===== src/design/pol_pkg.sv =====
package pol_pkg;

    localparam int CAPACITY_DEF = 16;
    localparam int POS_W        = 8;
    localparam int VAL_W        = 32;
    localparam int CNT_W        = 5;
    localparam int IDX_W        = 4;
    localparam int RESULT_LIMIT = 16;

    // Request codes.
    localparam logic [1:0] OP_INSERT = 2'd0;
    localparam logic [1:0] OP_DELETE = 2'd1;
    localparam logic [1:0] OP_DUMP   = 2'd2;

    // Result status codes.
    localparam logic [1:0] ST_OK    = 2'd0;
    localparam logic [1:0] ST_FULL  = 2'd1;
    localparam logic [1:0] ST_RANGE = 2'd2;
    localparam logic [1:0] ST_EMPTY = 2'd3;

    // Commands broadcast to every cell of the chain.
    localparam logic [1:0] CELL_HOLD   = 2'd0;
    localparam logic [1:0] CELL_INSERT = 2'd1;
    localparam logic [1:0] CELL_DELETE = 2'd2;
    localparam logic [1:0] CELL_ROTATE = 2'd3;

    typedef struct packed {
        logic [1:0]              op;
        logic [POS_W-1:0]        position;
        logic signed [VAL_W-1:0] value;
    } t_in;

    typedef struct packed {
        logic [1:0]              status;
        logic [CNT_W-1:0]        count;
        logic [IDX_W-1:0]        entry_index;
        logic signed [VAL_W-1:0] entry_value;
        logic                    last;
    } t_out;

    typedef struct packed {
        logic [1:0]       cmd;
        logic [POS_W-1:0] pos;
        logic [POS_W-1:0] cnt;
    } t_cell_ctl;

endpackage


===== src/design/pol_cell.sv =====
module pol_cell #(
    parameter int IDX = 0
) (
    input  logic                              i_clk,
    input  pol_pkg::t_cell_ctl                i_ctl,
    input  logic signed [pol_pkg::VAL_W-1:0]  i_left,
    input  logic signed [pol_pkg::VAL_W-1:0]  i_right,
    input  logic signed [pol_pkg::VAL_W-1:0]  i_head,
    input  logic signed [pol_pkg::VAL_W-1:0]  i_value,
    output logic signed [pol_pkg::VAL_W-1:0]  o_entry
);

    localparam logic [pol_pkg::POS_W-1:0] MY_IDX  = pol_pkg::POS_W'(IDX);
    localparam logic [pol_pkg::POS_W-1:0] MY_NEXT = pol_pkg::POS_W'(IDX + 1);

    logic signed [pol_pkg::VAL_W-1:0] r_entry;
    logic signed [pol_pkg::VAL_W-1:0] n_entry;

    always_comb begin
        n_entry = r_entry;
        case (i_ctl.cmd)
            pol_pkg::CELL_INSERT: begin
                if (MY_IDX == i_ctl.pos) begin
                    n_entry = i_value;
                end else if (MY_IDX > i_ctl.pos && MY_IDX <= i_ctl.cnt) begin
                    n_entry = i_left;
                end
            end
            pol_pkg::CELL_DELETE: begin
                if (MY_IDX >= i_ctl.pos && MY_NEXT < i_ctl.cnt) begin
                    n_entry = i_right;
                end
            end
            pol_pkg::CELL_ROTATE: begin
                // The occupied part of the chain turns by one toward the front.
                if (MY_NEXT < i_ctl.cnt) begin
                    n_entry = i_right;
                end else if (MY_NEXT == i_ctl.cnt) begin
                    n_entry = i_head;
                end
            end
            default: begin
                n_entry = r_entry;
            end
        endcase
    end

    always_ff @(posedge i_clk) begin
        r_entry <= n_entry;
    end

    assign o_entry = r_entry;

endmodule


===== src/design/positional_ordered_list.sv =====
// Channel   Ports                      Direction  Transaction
// request   start, busy, i_cmd         in         start high while busy is low
// result    o_strobe, o_result         out        o_strobe high for one cycle
//
// Insert, delete and unused codes give their result in the cycle after the
// request, and a new request is taken in the very next cycle.
// A dump of N entries keeps busy high while the cell chain rotates once
// around; the first min(N, 16) steps of that turn each emit one entry.
// Synchronous active-low reset empties the list; entry contents are not reset.
// The receiver cannot stall: every result is shown for exactly one cycle.
module positional_ordered_list #(
    parameter int CAPACITY = pol_pkg::CAPACITY_DEF
) (
    input  logic           i_clk,
    input  logic           i_rst_n,
    input  logic           start,
    output logic           busy,
    input  pol_pkg::t_in   i_cmd,
    output logic           o_strobe,
    output pol_pkg::t_out  o_result
);

    localparam int CW = $clog2(CAPACITY + 1);
    localparam logic [pol_pkg::POS_W-1:0] CAP_P  = pol_pkg::POS_W'(CAPACITY);
    localparam logic [pol_pkg::POS_W-1:0] LIM_P  = pol_pkg::POS_W'(pol_pkg::RESULT_LIMIT);

    logic [CW-1:0]   r_count, n_count;
    logic [CW-1:0]   r_step, n_step;
    logic            r_busy, n_busy;
    logic            r_strobe, n_strobe;
    pol_pkg::t_out   r_res, n_res;
    pol_pkg::t_cell_ctl ctl;

    logic [pol_pkg::POS_W-1:0] cnt_p;
    logic [pol_pkg::POS_W-1:0] step_p;
    logic                      accept;

    logic signed [pol_pkg::VAL_W-1:0] entry [CAPACITY];
    logic signed [pol_pkg::VAL_W-1:0] left_in [CAPACITY];
    logic signed [pol_pkg::VAL_W-1:0] right_in [CAPACITY];

    assign cnt_p  = pol_pkg::POS_W'(r_count);
    assign step_p = pol_pkg::POS_W'(r_step);
    assign accept = start && !r_busy;

    genvar g;
    generate
        for (g = 0; g < CAPACITY; g++) begin : g_cell
            if (g == 0) begin : g_first
                assign left_in[g] = i_cmd.value;
            end else begin : g_mid_l
                assign left_in[g] = entry[g-1];
            end
            if (g == CAPACITY - 1) begin : g_end
                assign right_in[g] = entry[0];
            end else begin : g_mid_r
                assign right_in[g] = entry[g+1];
            end
            pol_cell #(
                .IDX (g)
            ) u_cell (
                .i_clk   (i_clk),
                .i_ctl   (ctl),
                .i_left  (left_in[g]),
                .i_right (right_in[g]),
                .i_head  (entry[0]),
                .i_value (i_cmd.value),
                .o_entry (entry[g])
            );
        end
    endgenerate

    always_comb begin
        ctl.cmd  = pol_pkg::CELL_HOLD;
        ctl.pos  = i_cmd.position;
        ctl.cnt  = cnt_p;
        n_count  = r_count;
        n_step   = r_step;
        n_busy   = r_busy;
        n_strobe = 1'b0;
        n_res    = r_res;

        if (r_busy) begin
            ctl.cmd = pol_pkg::CELL_ROTATE;
            if (step_p < LIM_P) begin
                n_strobe          = 1'b1;
                n_res.status      = pol_pkg::ST_OK;
                n_res.count       = pol_pkg::CNT_W'(r_count);
                n_res.entry_index = pol_pkg::IDX_W'(r_step);
                n_res.entry_value = entry[0];
                n_res.last        = (step_p + 8'd1 == cnt_p) || (step_p + 8'd1 == LIM_P);
            end
            n_step = r_step + 1'b1;
            if (step_p + 8'd1 == cnt_p) begin
                n_busy = 1'b0;
            end
        end else if (accept) begin
            n_res.status      = pol_pkg::ST_OK;
            n_res.entry_index = '0;
            n_res.entry_value = '0;
            n_res.last        = 1'b1;
            n_strobe          = 1'b1;
            case (i_cmd.op)
                pol_pkg::OP_INSERT: begin
                    if (cnt_p >= CAP_P) begin
                        n_res.status = pol_pkg::ST_FULL;
                    end else if (r_count == '0) begin
                        // Any position on an empty list lands at the front.
                        ctl.cmd = pol_pkg::CELL_INSERT;
                        ctl.pos = '0;
                        n_count = r_count + 1'b1;
                    end else if (i_cmd.position > cnt_p) begin
                        n_res.status = pol_pkg::ST_RANGE;
                    end else begin
                        ctl.cmd = pol_pkg::CELL_INSERT;
                        n_count = r_count + 1'b1;
                    end
                end
                pol_pkg::OP_DELETE: begin
                    if (r_count == '0) begin
                        n_res.status = pol_pkg::ST_EMPTY;
                    end else if (i_cmd.position >= cnt_p) begin
                        n_res.status = pol_pkg::ST_RANGE;
                    end else begin
                        ctl.cmd = pol_pkg::CELL_DELETE;
                        n_count = r_count - 1'b1;
                    end
                end
                pol_pkg::OP_DUMP: begin
                    if (r_count != '0) begin
                        n_strobe = 1'b0;
                        n_busy   = 1'b1;
                        n_step   = '0;
                    end
                end
                default: begin
                    n_res.status = pol_pkg::ST_OK;
                end
            endcase
            n_res.count = pol_pkg::CNT_W'(n_count);
        end
    end

    always_ff @(posedge i_clk) begin
        if (!i_rst_n) begin
            r_count  <= '0;
            r_step   <= '0;
            r_busy   <= 1'b0;
            r_strobe <= 1'b0;
        end else begin
            r_count  <= n_count;
            r_step   <= n_step;
            r_busy   <= n_busy;
            r_strobe <= n_strobe;
        end
    end

    always_ff @(posedge i_clk) begin
        r_res <= n_res;
    end

    assign busy     = r_busy;
    assign o_strobe = r_strobe;
    assign o_result = r_res;

    a_count_cap: assert property (@(posedge i_clk) disable iff (!i_rst_n)
        cnt_p <= CAP_P)
        else $error("entry count above capacity");

    a_dump_busy: assert property (@(posedge i_clk) disable iff (!i_rst_n)
        accept && i_cmd.op == pol_pkg::OP_DUMP && r_count != '0 |=> r_busy)
        else $error("dump of a filled list did not start streaming");

    a_single_result: assert property (@(posedge i_clk) disable iff (!i_rst_n)
        accept && i_cmd.op != pol_pkg::OP_DUMP |=> r_strobe && r_res.last)
        else $error("request did not give a single final result");

    a_mid_stream: assert property (@(posedge i_clk) disable iff (!i_rst_n)
        r_strobe && !r_res.last |-> r_busy)
        else $error("non-final result outside a dump");

    a_count_stable: assert property (@(posedge i_clk) disable iff (!i_rst_n)
        r_busy |=> $stable(r_count))
        else $error("count changed during a dump");

endmodule


===== config.mk =====
export PLATFORM = sky130hd
export DESIGN_NAME = positional_ordered_list
export DESIGN_NICKNAME = d
export VERILOG_FILES = /design/src/design/pol_pkg.sv /design/src/design/pol_cell.sv /design/src/design/positional_ordered_list.sv
export SDC_FILE = /design/constraint.sdc
export NUM_CORES = 2
export LEC_CHECK = 0
export BUFFER_PORTS_ARGS = -buffer_cell sky130_fd_sc_hd__clkbuf_2
export CORE_ASPECT_RATIO = 1.4
export CORE_MARGIN = 2
export CORE_UTILIZATION = 35
export DETAILED_ROUTE_END_ITERATION = 8
export PLACE_DENSITY = 0.59
export SLEW_MARGIN = 20
export SYNTH_ARGS = -nofsm -noshare
export SYNTH_HDL_FRONTEND = slang
export SYNTH_SLANG_ARGS = --single-unit

===== constraint.sdc =====
create_clock -name i_clk -period 17.6 [get_ports i_clk]
set_input_delay 3.52 -clock i_clk [delete_from_list [all_inputs] [get_ports i_clk]]
set_output_delay 3.52 -clock i_clk [all_outputs]
set_load 0.01 [all_outputs]

Word level (Yosys, flattened, before mapping):

Index checks and enable logic that the tools add are counted.
W data, S select, Z words.

* add/sub/neg operators: 4
* multiply operators: 0
* divide/modulo/power cells: 0
* magnitude comparators: 68
* equal/unequal tests: 86
* shift-type cells: 0
* mux-type cells: 135
* bitwise logic cells: 1
* reduce and logical (&&, ||, !) cells: 62

Operator list (number)
* $mux W32: 79
* $pmux W32 S3: 16
* $mux W44: 3
* $ne A3 B1 Y1 const B: 31
* $eq A4 B8 Y1 const A: 8
* $ge A4 B8 Y1 const A: 8
* $gt A4 B8 Y1 const A: 8
* $reduce_and A4 Y1: 16
* $mux W5: 9
* $eq A4 B5 Y1 const A: 8
* $le A4 B5 Y1 const A: 8
* $lt A4 B5 Y1 const A: 8
* $ne A2 B1 Y1 const B: 18
* $logic_and A1 B1 Y1: 33
* $eq A3 B8 Y1 const A: 4
* $ge A3 B8 Y1 const A: 4
* $gt A3 B8 Y1 const A: 4
* $mux W8: 3
* $eq A3 B5 Y1 const A: 4
* $le A3 B5 Y1 const A: 4
* $lt A3 B5 Y1 const A: 4
* $eq A2 B8 Y1 const A: 2
* $ge A1 B8 Y1 const A: 2
* $ge A2 B8 Y1 const A: 2
* 38 further kinds: 70

* flip-flop bits (word level): 568
* bits in latches: 0
* memory bits (writable): 0
* ROM bits: 0
* memories kept: 0

Longest topological paths before layout:

* depth after elaboration: 12
* depth in mapped cells: 12
* mapped depth without buffers: 8

Modules after synthesis:

Synthesis repeated with hierarchy kept, for this count alone.

* cell total of the unflattened synthesis: 3080
* area total of the unflattened synthesis: 38230.4 µm²

Modules (own cells, without submodules)
* positional_ordered_list: times used 1, cells an instance 239, area an instance 2796.4 µm², seq. area each 1561.5 µm²
* pol_cell at g_cell[0].u_cell: times used 1, cells an instance 280, area an instance 2788.9 µm², seq. area each 960.9 µm²
* pol_cell at g_cell[12].u_cell: times used 1, cells an instance 312, area an instance 2690.1 µm², seq. area each 960.9 µm²
* pol_cell at g_cell[4].u_cell: times used 1, cells an instance 239, area an instance 2294.7 µm², seq. area each 960.9 µm²
* pol_cell at g_cell[11].u_cell: times used 1, cells an instance 155, area an instance 2167.1 µm², seq. area each 960.9 µm²
* pol_cell at g_cell[9].u_cell: times used 1, cells an instance 156, area an instance 2163.3 µm², seq. area each 960.9 µm²
* pol_cell at g_cell[5].u_cell: times used 1, cells an instance 158, area an instance 2158.3 µm², seq. area each 960.9 µm²
* pol_cell at g_cell[6].u_cell: times used 1, cells an instance 154, area an instance 2145.8 µm², seq. area each 960.9 µm²
* pol_cell at g_cell[10].u_cell: times used 1, cells an instance 154, area an instance 2144.6 µm², seq. area each 960.9 µm²
* pol_cell at g_cell[3].u_cell: times used 1, cells an instance 154, area an instance 2143.3 µm², seq. area each 960.9 µm²
* pol_cell at g_cell[15].u_cell: times used 1, cells an instance 152, area an instance 2140.8 µm², seq. area each 960.9 µm²
* pol_cell at g_cell[13].u_cell: times used 1, cells an instance 154, area an instance 2138.3 µm², seq. area each 960.9 µm²
* pol_cell at g_cell[2].u_cell: times used 1, cells an instance 153, area an instance 2125.8 µm², seq. area each 960.9 µm²
* pol_cell at g_cell[8].u_cell: times used 1, cells an instance 153, area an instance 2119.5 µm², seq. area each 960.9 µm²
* 3 more rows

Worst setup path before layout:

Ideal clock, no wire load.

* kind: input to register
* from: input i_cmd[32] in the netlist's numbering
* to: register g_cell[14].u_cell.r_entry (netlist bit g_cell[14].u_cell.o_entry[0]), enable pin
* setup time: 0.470 ns
* arrival time: 7.683 ns
* required time: 17.130 ns
* setup slack: 9.447 ns
* stages: 8
* path buffers: 1
* cells stage by stage: clkbuf_1 -> inv_1 -> ha_1 -> nand3_1 -> o221a_2 -> nor4_4 -> a221oi_1 -> a211oi_1

* longest elaborated chain between the ends: 10
* elaborated cells between the ends (all ways): 26
* those cells by class: order compare (4); eq/ne (7); mux (11); reduce/logical (4)

RTL lines
* start, declared: line positional_ordered_list.sv:18 `input pol_pkg::t_in i_cmd,`
* $gt A8 B5 Y1: line positional_ordered_list.sv:112 `end else if (i_cmd.position > cnt_p) begin`
* $mux W1: line positional_ordered_list.sv:112
* $mux W1: line positional_ordered_list.sv:107 `end else if (r_count == '0) begin`
* $mux W9: line positional_ordered_list.sv:105 `if (cnt_p >= CAP_P) begin`
* $pmux W2 S2: line positional_ordered_list.sv:103 `case (i_cmd.op)`
* $mux W10: line positional_ordered_list.sv:97 `end else if (accept) begin`
* $mux W2: line positional_ordered_list.sv:83 `if (r_busy) begin`
* $eq A2 B2 Y1 / $eq A2 B1 Y1 (equally long branches): line pol_cell.sv:21 `case (i_ctl.cmd)`
* $ne A3 B1 Y1 (no line), or another cell as far along
* $reduce_and A4 Y1 (no line) *
* end signal, assigned: line pol_cell.sv:49 `r_entry <= n_entry;`
* end, declared: line pol_cell.sv:16 `logic signed [pol_pkg::VAL_W-1:0] r_entry;`

Every way passes the cells marked *; elsewhere a longest branch is shown, timed or not.
A chain may end at the register's enable or synchronous reset.

Worst setup path after layout:

* from: input i_cmd[34] in the netlist's numbering
* to: register g_cell[10].u_cell.r_entry (netlist bit g_cell[10].u_cell.o_entry[2]), enable pin

* longest elaborated chain between the ends: 10
* elaborated cells between the ends (all ways): 26
* those cells by class: order compare (4); eq/ne (7); mux (11); reduce/logical (4)

RTL lines (line)
* $gt A8 B5 Y1: positional_ordered_list.sv:112
* $mux W1: positional_ordered_list.sv:112
* $mux W1: positional_ordered_list.sv:107
* $mux W9: positional_ordered_list.sv:105
* $pmux W2 S2: positional_ordered_list.sv:103
* $mux W10: positional_ordered_list.sv:97
* $mux W2: positional_ordered_list.sv:83
* $eq A2 B2 Y1 / $eq A2 B1 Y1 (equally long branches): pol_cell.sv:21
* $ne A3 B1 Y1 (no line), or another cell as far along
* $reduce_and A4 Y1 (no line) *
* end signal, assigned: pol_cell.sv:49
* end, declared: pol_cell.sv:16

Marked as above.

==> results.txt <==
The clock latency at the later pin of the worst-skew pair came out at 0.66 ns. For this run, global-route usage on met3 was measured as 4.49%. The met2 global-route usage is 36.7%.

In this run the static leakage power is 14.6 nW. The required time of the worst setup path is 17.89 ns. The power per cell area is 77.7 nW/µm². The worst reg2reg path depth is 10.

The clock sink count is 568. Detailed placement ended at an HPWL of 71000 µm. The area added between synthesis and finish came out at 7.97%. The dominant cell by count in the synthesized netlist is sky130_fd_sc_hd__edfxtp_1.

The routing usage on met1 came out at 30.1%. The summed negative setup slack over all endpoints is 0 ns. The residual overflow from global routing came out at 0.

The standard-cell row count came out at 143. The floorplan core area is 108000 µm². The post-CTS setup-driven buffer insertion count came out at 0. The die extent in x is 283 µm. The launch instance of the worst min-delay path is g_cell[1].u_cell.o_entry[27]$_DFFE_PP_. The initial antenna violation count was 13. The design draws 0.00320 W. The number of flops mapped to enable cells by yosys is 556. The launching point of the worst reg2reg path is r_count[1]$_SDFFE_PN0P_. In the synthesized netlist the async set-or-reset flop fraction comes to 0%. At the placement stage, the worst setup path has a slack of 9.76 ns.

The flow ran to the end, and the final reports show no timing, DRC or antenna violations. The layout has 10687 filler cells. In this run the worst path has a maximum fanout of 187. After layout, the worst path uses 41.3% of the clock period.

For this run, the leading register cell type out of synthesis is sky130_fd_sc_hd__edfxtp_1. The detailed-route vias per instance is 6.22. The maximum clock frequency is 0.138 GHz. The quantity of hold-fixing buffers added after cts is 0.

The commonest cells after synthesis are sky130_fd_sc_hd__edfxtp_1 (556), sky130_fd_sc_hd__mux2i_1 (485), sky130_fd_sc_hd__o21ai_0 (442). The final weighted congestion in routability-driven placement came out at 0.902. For this block, the via count after detailed routing is 31969. Across the run, the number of max-cap violations was 0. The register-to-register path setup slack came out at 12.28 ns. The maximum number of pins on one net before global-route repair is 261. For this run, the number of standard cells in the final layout without fillers is 5136.

In this run, CTS created clock tree buffers numbering 59. Synthesis instantiated 80 different standard cells from the library. The first-iteration detailed-routing DRC count is 3672. STA classifies the critical path startpoint as an input port. The effective utilization at floorplan is 35.2%.

The endpoint class of the critical path is a register. The share of layout cells above drive strength 1 came out at 11.0%. The maximum vdd drop is 0.0000732 V.

The arrival time at the worst endpoint is 7.56 ns. The root buffer cell chosen for the clock tree is sky130_fd_sc_hd__clkbuf_16. In this run the vertical extent of the chip is 394 µm. The time the worst path needs with I/O delays and setup came out at 7.27 ns. Summing all flip-flop and latch instances after layout gives 16900 µm². The number of nets produced by synthesis came out at 3932. The biggest area contributor in the post-synthesis netlist is sky130_fd_sc_hd__edfxtp_1.

The clock transition at the register clock pins on the worst setup and hold paths after CTS is 0.07 ns. The total of cells resized after clock tree synthesis came out at 0. The number of pins exceeding their max-slew limit in the final report is 0. Of the synthesized area, sequential elements account for 44.4%. Setup repair after global routing left no endpoint under its margin. TritonCTS built the clock tree.

The post-synthesis sequential element count is 568. Synthesis produced 3876 cells. The total routing usage reported by global routing came out at 22.9%. The count of buffers inserted at the top-level ports came out at 90. In this run the tightest slew margin relative to its limit is 13.4%. The number of iterations in the first detailed-routing pass is 6. The routed wire length is 133000 µm.

Pin placement for this block handled 91 I/O pins. The area of combinational cells with multiple inputs came out at 19600 µm². After detailed routing, the average wire length per cell comes to 26.0 µm.

The cell area that synthesis handed to floorplanning was 38100 µm². The worst path meets setup with 10.33 ns of slack. The mean post-synth cell area came out at 9.83 µm².

The hold slack is 0.551 ns. The final count of negative-setup-slack endpoints is 0. The detailed-route DRC error count came out at 0. The clock tree buffer depth is 3. The area share of the leading cell type in the synthesized netlist is 43.8%. The total number of yosys warnings is 0. For hold timing, the worst endpoint is g_cell[0].u_cell.o_entry[27]$_DFFE_PP_. The clock skew after layout is 0.0133 ns. In the post-synthesis netlist, the biggest area contributors are sky130_fd_sc_hd__edfxtp_1 (44%), sky130_fd_sc_hd__mux2i_1 (13%), sky130_fd_sc_hd__o22ai_1 (5.9%). The full die area is 112000 µm². The final hold violation count came out at 0. The count of H-tree levels built during CTS came out at 2. At the pin with the least slew margin, the transition time is 1.30 ns. The endpoint identified for the worst register-to-register timing path is g_cell[10].u_cell.o_entry[2]$_DFFE_PP_. The net count of the finished layout is 3693. The number of placed instances with taps included came out at 5026. The first-pass GRT wire length came out at 197000 µm. The count of nets left with antenna violations once routing finished came out at 0. In this run the worst hold path is classified as register to register.

The layer flagged by global routing as most heavily used is met2. The worst setup path is of the input port to register kind. The number of global-route vias before repair is 30122. Counting instances, the worst hold path has a depth of 2.
area by class of cell:
cell class	count	share of cell area [%]
sequential	568	41.2
multi-input combinational	2835	47.5
clock buffer	70	3.69
inverter	14	0.146
antenna	2	0.0122
timing repair buffer	159	2.45
tap	1450	4.41
clock inverter	38	0.596
worst max-delay path by stage:
stage / from / end
CTS: i_cmd[34] / g_cell[10].u_cell.o_entry[5]$_DFFE_PP_
detailed placement: i_cmd[34] / g_cell[10].u_cell.o_entry[27]$_DFFE_PP_
floorplan: i_cmd[32] / g_cell[14].u_cell.o_entry[0]$_DFFE_PP_
finish: i_cmd[34] / g_cell[10].u_cell.o_entry[2]$_DFFE_PP_
global route: i_cmd[34] / g_cell[10].u_cell.o_entry[5]$_DFFE_PP_
global placement: i_cmd[34] / g_cell[10].u_cell.o_entry[27]$_DFFE_PP_
per-layer routing:
metal / routed length (µm) / part of all wire (%)
met4: 6350 / 4.8
met3: 11400 / 8.6
met5: 119 / 0.089
met2: 60400 / 45
met1: 55100 / 41
power by group:
part | internal [W] | total (W) | switching, W | leakage, nW
sequential | 0.00153 | 0.00156 | 0.0000241 | 5.18
combinational | 0.000138 | 0.000403 | 0.000265 | 8.59
clock | 0.000653 | 0.00124 | 0.000582 | 0.867
logic make-up (layout without fill, tap and decap cells):
group | after synthesis | after routing | synth area share, %
AO/OA/AOI/OAI | 1231 | 1231 | 20.1
XOR/XNOR | 8 | 8 | 0.184
adder cells (fa/ha/maj) | 11 | 11 | 0.361
buffers and inverters | 473 | 281 | 5.35
flip-flops | 568 | 568 | 44.4
multiplexers | 613 | 613 | 16.5
other | 0 | 2 | 0
AND/OR/NAND/NOR | 972 | 972 | 13.1
critical path: stages:
cell and delay, ns:
sky130_fd_sc_hd__clkbuf_2 0.26, sky130_fd_sc_hd__ha_1 0.39, sky130_fd_sc_hd__and3_1 0.19, sky130_fd_sc_hd__o21a_1 0.14
sky130_fd_sc_hd__or3_1 0.57, sky130_fd_sc_hd__nor2_4 0.21, sky130_fd_sc_hd__buf_12 0.72, sky130_fd_sc_hd__a21oi_1 0.23
sky130_fd_sc_hd__o31ai_4 0.62, sky130_fd_sc_hd__buf_4 0.60
per-stage QoR:
stage	cell area, µm²	util [%]
3_5_place_dp	39400	36.4
3_3_place_gp	39400	36.4
6_report	41200	38.0
2_1_floorplan	38100	-
5_1_grt	41100	38.0
4_1_cts	41100	38.0
flip-flops by register name, summed over array words and instances (netlist names):
register               cells
r_count                    5
o_strobe                   1
busy                       1
r_step                     5
g_cell.u_cell.o_entry    512
o_result                  44
cell usage in the layout, fill, tap and decap left out, types with 5 or more instances in the layout:
cell type                   instances
sky130_fd_sc_hd__clkbuf_16         59
sky130_fd_sc_hd__a211oi_1         257
sky130_fd_sc_hd__and2_1            42
sky130_fd_sc_hd__buf_4             65
sky130_fd_sc_hd__nor2b_1          263
sky130_fd_sc_hd__mux2i_1          484
sky130_fd_sc_hd__ha_1              11
sky130_fd_sc_hd__a221o_1           30
sky130_fd_sc_hd__nor2_1            58
sky130_fd_sc_hd__nor3_1            13
sky130_fd_sc_hd__a31oi_1            8
sky130_fd_sc_hd__a311oi_1           5
sky130_fd_sc_hd__clkbuf_1          11
sky130_fd_sc_hd__clkinv_1          22
sky130_fd_sc_hd__or3_1              5
sky130_fd_sc_hd__nand3_1           11
sky130_fd_sc_hd__nand4_1            7
sky130_fd_sc_hd__o211ai_1           5
sky130_fd_sc_hd__clkinv_2          12
sky130_fd_sc_hd__o21ai_0          441
sky130_fd_sc_hd__mux2_1            30
sky130_fd_sc_hd__dfxtp_1           10
sky130_fd_sc_hd__o21ai_1           36
sky130_fd_sc_hd__and3_1            99
sky130_fd_sc_hd__inv_1             12
sky130_fd_sc_hd__nand3b_1           5
sky130_fd_sc_hd__clkbuf_2          90
sky130_fd_sc_hd__a21oi_4            7
sky130_fd_sc_hd__a21oi_1           30
sky130_fd_sc_hd__mux2_2            98
sky130_fd_sc_hd__nor2_4            15
sky130_fd_sc_hd__o22ai_1          359
sky130_fd_sc_hd__nand2_1          417
sky130_fd_sc_hd__xnor2_1            6
sky130_fd_sc_hd__edfxtp_1         556
Note: power is estimated with default switching activity, not from simulation.
